--- src/hdl/tsoi_pkg.sv ---
// Shared types and constants for the tag stack with ordered insert.
`timescale 1ns / 1ps

package tsoi_pkg;

  localparam int TAG_W           = 64;
  localparam int FUNC_W          = 3;
  localparam int MARK_W          = 5;
  localparam int STATUS_W        = 2;
  localparam int DEF_STACK_DEPTH = 16;

  typedef enum logic [FUNC_W-1:0] {
    FN_PUSH    = 3'd0,
    FN_POP     = 3'd1,
    FN_POPMARK = 3'd2,
    FN_PEEK    = 3'd3,
    FN_INSERT  = 3'd4,
    FN_MEMBER  = 3'd5,
    FN_CLEAR   = 3'd6,
    FN_MARKTST = 3'd7
  } func_e;

  typedef enum logic [STATUS_W-1:0] {
    ST_OK         = 2'd0,
    ST_FULL       = 2'd1,
    ST_EMPTY_POP  = 2'd2,
    ST_UNUSED     = 2'd3
  } status_e;

  // Command broadcast to every cell of the chain.
  typedef struct packed {
    logic             cmp;   // register compare of each entry against tag
    logic             push;  // top-free cell loads tag
    logic             ins;   // ordered insert: shift up and load tag
    logic [TAG_W-1:0] tag;
  } cell_cmd_t;

endpackage

--- src/hdl/tsoi_cell.sv ---
// One entry of the tag stack: storage, compare flags and shift path to the neighbor above.
`timescale 1ns / 1ps

module tsoi_cell #(
  parameter int IDX = 0,
  parameter int CW  = 5
) (
  input  logic                        clk_i,
  input  logic                        rst_ni,
  input  tsoi_pkg::cell_cmd_t         cmd_i,
  input  logic [CW-1:0]               count_i,
  input  logic [tsoi_pkg::TAG_W-1:0]  below_entry_i,
  input  logic                        s_below_i,
  input  logic                        s_above_i,
  output logic [tsoi_pkg::TAG_W-1:0]  entry_o,
  output logic                        s_o,
  output logic                        hit_o,
  output logic                        dup_o,
  output logic [tsoi_pkg::TAG_W-1:0]  top_val_o
);
  import tsoi_pkg::*;

  logic [TAG_W-1:0] entry_q, entry_d;
  logic             le_q, le_d;
  logic             eq_q, eq_d;
  logic             valid;
  logic             is_free;
  logic             is_top;

  assign valid   = CW'(IDX) < count_i;
  assign is_free = CW'(IDX) == count_i;
  assign is_top  = (CW'(IDX) + CW'(1)) == count_i;

  assign entry_o   = entry_q;
  assign s_o       = le_q | s_above_i;
  assign hit_o     = eq_q;
  // The highest entry not above the tag decides a duplicate.
  assign dup_o     = le_q & eq_q & ~s_above_i;
  assign top_val_o = is_top ? entry_q : '0;

  always_comb begin
    entry_d = entry_q;
    if (cmd_i.push && is_free) begin
      entry_d = cmd_i.tag;
    end else if (cmd_i.ins && (valid || is_free) && !s_o) begin
      // At or above the insert point: take tag at the point, shift above it.
      entry_d = s_below_i ? cmd_i.tag : below_entry_i;
    end
  end

  always_comb begin
    le_d = le_q;
    eq_d = eq_q;
    if (cmd_i.cmp) begin
      le_d = valid && (entry_q <= cmd_i.tag);
      eq_d = valid && (entry_q == cmd_i.tag);
    end
  end

  always_ff @(posedge clk_i or negedge rst_ni) begin
    if (!rst_ni) begin
      le_q <= 1'b0;
      eq_q <= 1'b0;
    end else begin
      le_q <= le_d;
      eq_q <= eq_d;
    end
  end

  always_ff @(posedge clk_i) begin
    entry_q <= entry_d;
  end

endmodule

--- src/hdl/tag_stack_with_ordered_insert.sv ---
// Top level of the tag stack with ordered insert: control sequencer and chain of cells.
`timescale 1ns / 1ps

// A bounded stack of 64-bit tags held in a chain of cells, one entry per cell.
// Every transaction is accepted in the idle state: at the accept edge every cell
// compares its entry against the tag and registers the result; in the apply
// state the operation is applied (push, pop, ordered shift-up insert,
// membership, marks) and the result is written to the output register, held
// off while a waiting result is stalled at the output. A new transaction is
// taken only once the previous one has been applied. Entries are undefined
// until pushed or inserted; no clearing pass is needed after reset.
module tag_stack_with_ordered_insert #(
  parameter int STACK_DEPTH = tsoi_pkg::DEF_STACK_DEPTH
) (
  input  logic                           clk_i,
  input  logic                           rst_ni,
  input  logic                           in_valid_i,
  output logic                           in_stall_o,
  input  logic [tsoi_pkg::FUNC_W-1:0]    func_i,
  input  logic [tsoi_pkg::TAG_W-1:0]     tag_value_i,
  input  logic [tsoi_pkg::MARK_W-1:0]    mark_depth_i,
  output logic                           out_valid_o,
  input  logic                           out_stall_i,
  output logic [tsoi_pkg::TAG_W-1:0]     out_value_o,
  output logic                           flag_o,
  output logic [tsoi_pkg::MARK_W-1:0]    depth_now_o,
  output logic                           is_empty_o,
  output logic [tsoi_pkg::STATUS_W-1:0]  status_o
);
  import tsoi_pkg::*;

  localparam int CW = $clog2(STACK_DEPTH + 1);
  localparam int XW = (CW > MARK_W) ? CW : MARK_W;

  typedef enum logic {
    S_IDLE,
    S_APPLY
  } state_e;

  state_e            state_q;
  func_e             func_q;
  logic [TAG_W-1:0]  tag_q;
  logic [MARK_W-1:0] mark_q;
  logic [CW-1:0]     count_q, count_d;

  logic              out_valid_q;
  logic [TAG_W-1:0]  out_value_q, out_value_d;
  logic              flag_q, flag_d;
  logic [MARK_W-1:0] depth_q;
  logic              empty_q;
  status_e           status_q, status_d;

  logic      accept;
  logic      apply;
  logic      full;
  logic      empty;
  cell_cmd_t cmd;

  logic [TAG_W-1:0] entry    [STACK_DEPTH];
  logic             s_chain  [STACK_DEPTH+1];
  logic             hit_or   [STACK_DEPTH+1];
  logic             dup_or   [STACK_DEPTH+1];
  logic [TAG_W-1:0] top_or   [STACK_DEPTH+1];
  logic             hit      [STACK_DEPTH];
  logic             dup      [STACK_DEPTH];
  logic [TAG_W-1:0] top_val  [STACK_DEPTH];

  logic [XW-1:0] mark_x, count_x, count_dx;

  assign in_stall_o = (state_q != S_IDLE);
  assign accept     = in_valid_i && (state_q == S_IDLE);
  assign apply      = (state_q == S_APPLY) && (!out_valid_q || !out_stall_i);
  assign full       = (count_q == CW'(STACK_DEPTH));
  assign empty      = (count_q == '0);
  assign mark_x     = XW'(mark_q);
  assign count_x    = XW'(count_q);

  // Chains run top to bottom; the slot above the top cell contributes nothing.
  assign s_chain[STACK_DEPTH] = 1'b0;
  assign hit_or[STACK_DEPTH]  = 1'b0;
  assign dup_or[STACK_DEPTH]  = 1'b0;
  assign top_or[STACK_DEPTH]  = '0;

  for (genvar k = 0; k < STACK_DEPTH; k++) begin : g_cell
    logic [TAG_W-1:0] below;
    logic             s_below;
    if (k == 0) begin : g_bottom
      assign below   = cmd.tag;
      assign s_below = 1'b1;
    end else begin : g_upper
      assign below   = entry[k-1];
      assign s_below = s_chain[k-1];
    end

    tsoi_cell #(
      .IDX (k),
      .CW  (CW)
    ) u_cell (
      .clk_i         (clk_i),
      .rst_ni        (rst_ni),
      .cmd_i         (cmd),
      .count_i       (count_q),
      .below_entry_i (below),
      .s_below_i     (s_below),
      .s_above_i     (s_chain[k+1]),
      .entry_o       (entry[k]),
      .s_o           (s_chain[k]),
      .hit_o         (hit[k]),
      .dup_o         (dup[k]),
      .top_val_o     (top_val[k])
    );

    assign hit_or[k] = hit_or[k+1] | hit[k];
    assign dup_or[k] = dup_or[k+1] | dup[k];
    assign top_or[k] = top_or[k+1] | top_val[k];
  end

  always_comb begin
    cmd         = '0;
    cmd.cmp     = accept;
    cmd.tag     = accept ? tag_value_i : tag_q;
    count_d     = count_q;
    out_value_d = '0;
    flag_d      = 1'b0;
    status_d    = ST_OK;
    if (apply) begin
      case (func_q)
        FN_PUSH: begin
          if (full) begin
            status_d = ST_FULL;
          end else begin
            cmd.push = 1'b1;
            count_d  = count_q + CW'(1);
          end
        end
        FN_POP: begin
          if (empty) begin
            status_d = ST_EMPTY_POP;
          end else begin
            count_d     = count_q - CW'(1);
            out_value_d = top_or[0];
          end
        end
        FN_POPMARK: begin
          count_d = (mark_x > count_x) ? '0 : CW'(mark_x);
        end
        FN_PEEK: begin
          out_value_d = top_or[0];
        end
        FN_INSERT: begin
          if (dup_or[0]) begin
            flag_d = 1'b0;
          end else if (full) begin
            status_d = ST_FULL;
          end else begin
            cmd.ins = 1'b1;
            count_d = count_q + CW'(1);
            flag_d  = 1'b1;
          end
        end
        FN_MEMBER: begin
          flag_d = hit_or[0];
        end
        FN_CLEAR: begin
          count_d = '0;
        end
        FN_MARKTST: begin
          flag_d = (count_x == mark_x);
        end
        default: begin
          count_d = count_q;
        end
      endcase
    end
  end

  assign count_dx = XW'(count_d);

  always_ff @(posedge clk_i or negedge rst_ni) begin
    if (!rst_ni) begin
      state_q     <= S_IDLE;
      count_q     <= '0;
      out_valid_q <= 1'b0;
    end else begin
      count_q <= count_d;
      if (apply) begin
        out_valid_q <= 1'b1;
      end else if (out_valid_q && !out_stall_i) begin
        out_valid_q <= 1'b0;
      end
      case (state_q)
        S_IDLE: begin
          if (accept) begin
            state_q <= S_APPLY;
          end
        end
        S_APPLY: begin
          if (apply) begin
            state_q <= S_IDLE;
          end
        end
        default: begin
          state_q <= S_IDLE;
        end
      endcase
    end
  end

  // Payload registers: hold the transaction and the result.
  always_ff @(posedge clk_i) begin
    if (accept) begin
      func_q <= func_e'(func_i);
      tag_q  <= tag_value_i;
      mark_q <= mark_depth_i;
    end
    if (apply) begin
      out_value_q <= out_value_d;
      flag_q      <= flag_d;
      depth_q     <= count_dx[MARK_W-1:0];
      empty_q     <= (count_d == '0);
      status_q    <= status_d;
    end
  end

  assign out_valid_o = out_valid_q;
  assign out_value_o = out_value_q;
  assign flag_o      = flag_q;
  assign depth_now_o = depth_q;
  assign is_empty_o  = empty_q;
  assign status_o    = status_q;

endmodule

--- config.mk ---
export PLATFORM = sky130hd
export DESIGN_NAME = tag_stack_with_ordered_insert
export DESIGN_NICKNAME = d
export VERILOG_FILES = /design/src/hdl/tsoi_pkg.sv /design/src/hdl/tsoi_cell.sv /design/src/hdl/tag_stack_with_ordered_insert.sv
export SDC_FILE = /design/constraint.sdc
export NUM_CORES = 2
export LEC_CHECK = 0
export ABC_AREA = 1
export BUFFER_PORTS_ARGS = -buffer_cell sky130_fd_sc_hd__buf_2
export CAP_MARGIN = 5
export CORE_ASPECT_RATIO = 1.25
export CORE_UTILIZATION = 56
export CTS_BUF_LIST = sky130_fd_sc_hd__clkbuf_8
export DETAILED_ROUTE_END_ITERATION = 7
export PLACE_DENSITY = 0.72
export RECOVER_POWER = 100
export SLEW_MARGIN = 25
export SYNTH_ARGS = -nofsm -noshare
export SYNTH_HDL_FRONTEND = slang
export SYNTH_SLANG_ARGS = --single-unit
export TNS_END_PERCENT = 30
--- constraint.sdc ---
create_clock -name clk_i -period 9 [get_ports clk_i]
set_input_delay 1.35 -clock clk_i [delete_from_list [all_inputs] [get_ports clk_i]]
set_output_delay 1.35 -clock clk_i [all_outputs]
set_load 0.01 [all_outputs]
==> reports/metrics.cfg <==
[finish]
layout-drive-gt1-share_pct=7.01
fin_cells=10300
nets=9417
utilization_pct=61.4
area_growth_pct=8.22

[logic_synthesis]
syn-mean-instance-area_um2=9.44
seq_area_frac_synth_pct=45.9
ys_ff_latch=1208
yosys_warnings=0
syn_nets=9288
async_reset_ff_share_pct=3.23
syn_inst=8178
synth_edf_count=1105
netlist_area_um2=77200
synthFlopType=edfxtp_1
yosysUniqueCellTypes=70

[timing]
hold_viol_final=0
max_slew_margin_pct=-232
clock_skew_ns=0.0357
slew_violations=3393
worstMarginPinSlew_ns=4.98
fmax_ghz=0.126
setup_viol=0
finalCriticalPeriod_ns=7.92
rsz0062_at_grt=false
finalCritPeriodShare_pct=88.1
setup_tns_ns=0

[floorplanning]
initial_core_util_pct=56.7
die_width_um=334
core_area_um2=136000
die_y_um=417
die-area_um2=139000
row_count=151
io_pins=151

[worst_setup_path]
path_max_fanout=36
slowest_delay_ns=2.25
crit_path_start_kind=flip-flop
reg2reg_slack_ns=1.08
path_cells=clkinv_1 > ha_1 > inv_1 > nor2_1 > inv_1 > nor2_1 > clkbuf_1 > inv_1 > nor2_1 > a21oi_1 > a21oi_4 > buf_4
cp.arrival_ns=8.54
reg2reg_from=count_q[0]
timing_worst_setup_path_type=flip-flop to flip-flop
critPathRequiredTime_ns=9.61
startpoint=count_q[0]
crit_path_end_kind=flip-flop
critPathSlowestCell=clkbuf_1

[power]
power_switching_mw=8.32
comb_power_share_pct=39.2
pwr-share-seq_pct=35.5
cellPowerDensity_nw_per_um2=240
power.share.clock_pct=25.3
p_int_mw=11.7
netSwitchingFraction_pct=41.5
ir_worst_vdd_mv=0.199
p_leak_nw=32.2

[flow_run]
cap_violations=101

[run_status]
outcome=complete, but fails checks
violations=capacitance limit, slew limit

[route]
viasPerCell=6.97
drc=0
ant_nets=0
drt_iter0_markers=10400
wl_per_cell_um=32.9
dr.pass1.iters=7
wirelength_um=338000
via_count=71400

[global_routing]
grt_overflow=0
first_global_vias=67600
antenna_found_initial=16
grt_max_degree=129
grt_use_total_pct=47.5
grt_pass1_wl_um=471000

[place]
gp_congestion=1.05
place_hpwl_um=231000
place_inst=9864
io_buffers=150

[hold_path]
hp-start=out_valid_o
min_path_type=flip-flop to flip-flop

[clock_tree]
ctsHoldBuffers=0
post_cts_buffers=0
cts_tree=built
path_clk_slew_ns=0.07
ctsResizeCount=0
clock_sinks=1208
clock_latency_ns=1.01
cts.path.max_buffers=3
htreeDepth=4
cts_buffers=196
clockRootBuffer=clkbuf_8

==> synthesized netlist by cell type (all sizes together) (54+ instances only) <==
master | n | share of area [%]
nor4 | 55 | 0.45
inv | 502 | 2.4
a21oi | 579 | 3.8
dfxtp | 64 | 1.7
buf | 173 | 1.2
a22o | 54 | 0.61
a221oi | 178 | 2.0
edfxtp | 1105 | 43
o21ai | 1125 | 7.5
nor2 | 384 | 2.0
clkbuf | 229 | 1.1
ha | 1034 | 17
nand4 | 154 | 1.3
nand3 | 175 | 1.2
a211oi | 58 | 0.57
nand2 | 1802 | 8.8
or2 | 65 | 0.53
==> worst max-delay path: cells and delay by family, from the launching register on <==
kind / cells / cell delay, ns
AND/OR/NAND/NOR: 3 / 2.15
buffers and inverters: 6 / 4.14
flip-flops: 1 / 0.56
adder cells (fa/ha/maj): 1 / 0.25
AO/OA/AOI/OAI: 2 / 0.30
==> final cells by class <==
cell class	instances	area [µm²]
antenna	21	52.6
clock buffer	233	3210
clock inverter	131	827
fill	11800	52500
inverter	506	1920
multi-input combinational	6062	38100
sequential	1208	35400
tap	1759	2200
timing repair buffer	333	1750
==> metal layers <==
layer	wire [µm]	GRT usage (%)	vias up
li1	-	-	30200
met1	112000	55.6	33400
met2	145000	71.4	5914
met3	43500	12.5	1811
met4	37400	43.7	12
met5	87	0.174	-
==> cell usage in the layout (no fill, tap or decap), types with 46 or more instances in the layout <==
cell type / n
buf_2: 77
nor3_1: 46
dfxtp_1: 64
a22o_1: 54
a211oi_1: 57
clkbuf_8: 233
clkbuf_1: 171
buf_4: 70
or2_2: 65
nand3_1: 175
o21ai_0: 1111
nand2_1: 1802
ha_1: 1034
edfxtp_1: 1105
a221oi_1: 178
inv_1: 539
nand4_1: 151
a31oi_1: 51
nor2_1: 364
a21oi_1: 574
==> stage by stage <==
stage | setup slack [ns] | area, µm² | power, mW | hold WS (ns)
after floorplan | 1.85 | 77200 | 11.8 | 0.465
after global placement | 1.89 | 80300 | 14.5 | 0.501
after detailed placement | 2.13 | 80500 | 14.7 | 0.504
after CTS | 3.03 | 84500 | 19.7 | 0.449
after global routing | 1.44 | 83500 | 20.7 | 0.538
final | 1.08 | 83500 | 20.0 | 0.525
==> worst paths after layout <==
check / end / depth (start not counted)
max in group asynchronous: g_cell[8].u_cell.hit_o / 2
worst min register to register: out_valid_o / 2
worst max register to register: g_cell[6].u_cell.entry_o[11] / 12
worst max-delay path: g_cell[6].u_cell.entry_o[11] / 12
min in group asynchronous: count_q[3] / 2
worst min-delay path: out_valid_o / 2
==> kinds of logic (layout without fill, tap and decap cells) <==
logic type | after synthesis | after routing | synth area share (%)
buffers and inverters | 908 | 1203 | 4.77
XOR/XNOR | 5 | 5 | 0.0567
AO/OA/AOI/OAI | 2291 | 2291 | 17.5
flip-flops | 1208 | 1208 | 45.9
AND/OR/NAND/NOR | 2732 | 2732 | 15.0
other | 0 | 21 | 0
adder cells (fa/ha/maj) | 1034 | 1034 | 16.8
==> state kept, by name, indices dropped and copies added (netlist names) <==
| name | count |
|---|---|
| g_cell.u_cell.entry_o | 1024 |
| tag_q | 64 |
| out_valid_o | 1 |
| out_value_o | 64 |
| g_cell.u_cell.hit_o | 16 |
| g_cell.u_cell.le_q | 16 |
| mark_q | 5 |
| func_q | 3 |
| depth_now_o | 5 |
| is_empty_o | 1 |
| count_q | 5 |
| status_o | 2 |
| flag_o | 1 |
| in_stall_o | 1 |
==> power groups by stage <==
stage                     Sequential, mW  Clock (mW)  Combinational, mW
after CTS                           7.09        5.08               7.56
final                               7.11        5.08               7.85
after detailed placement            7.21           0               7.53
after global routing                7.12        5.27               8.27
after global placement              7.21           0               7.30
after floorplan                     7.17           0               4.58
Power figures use the tool's default switching activity.
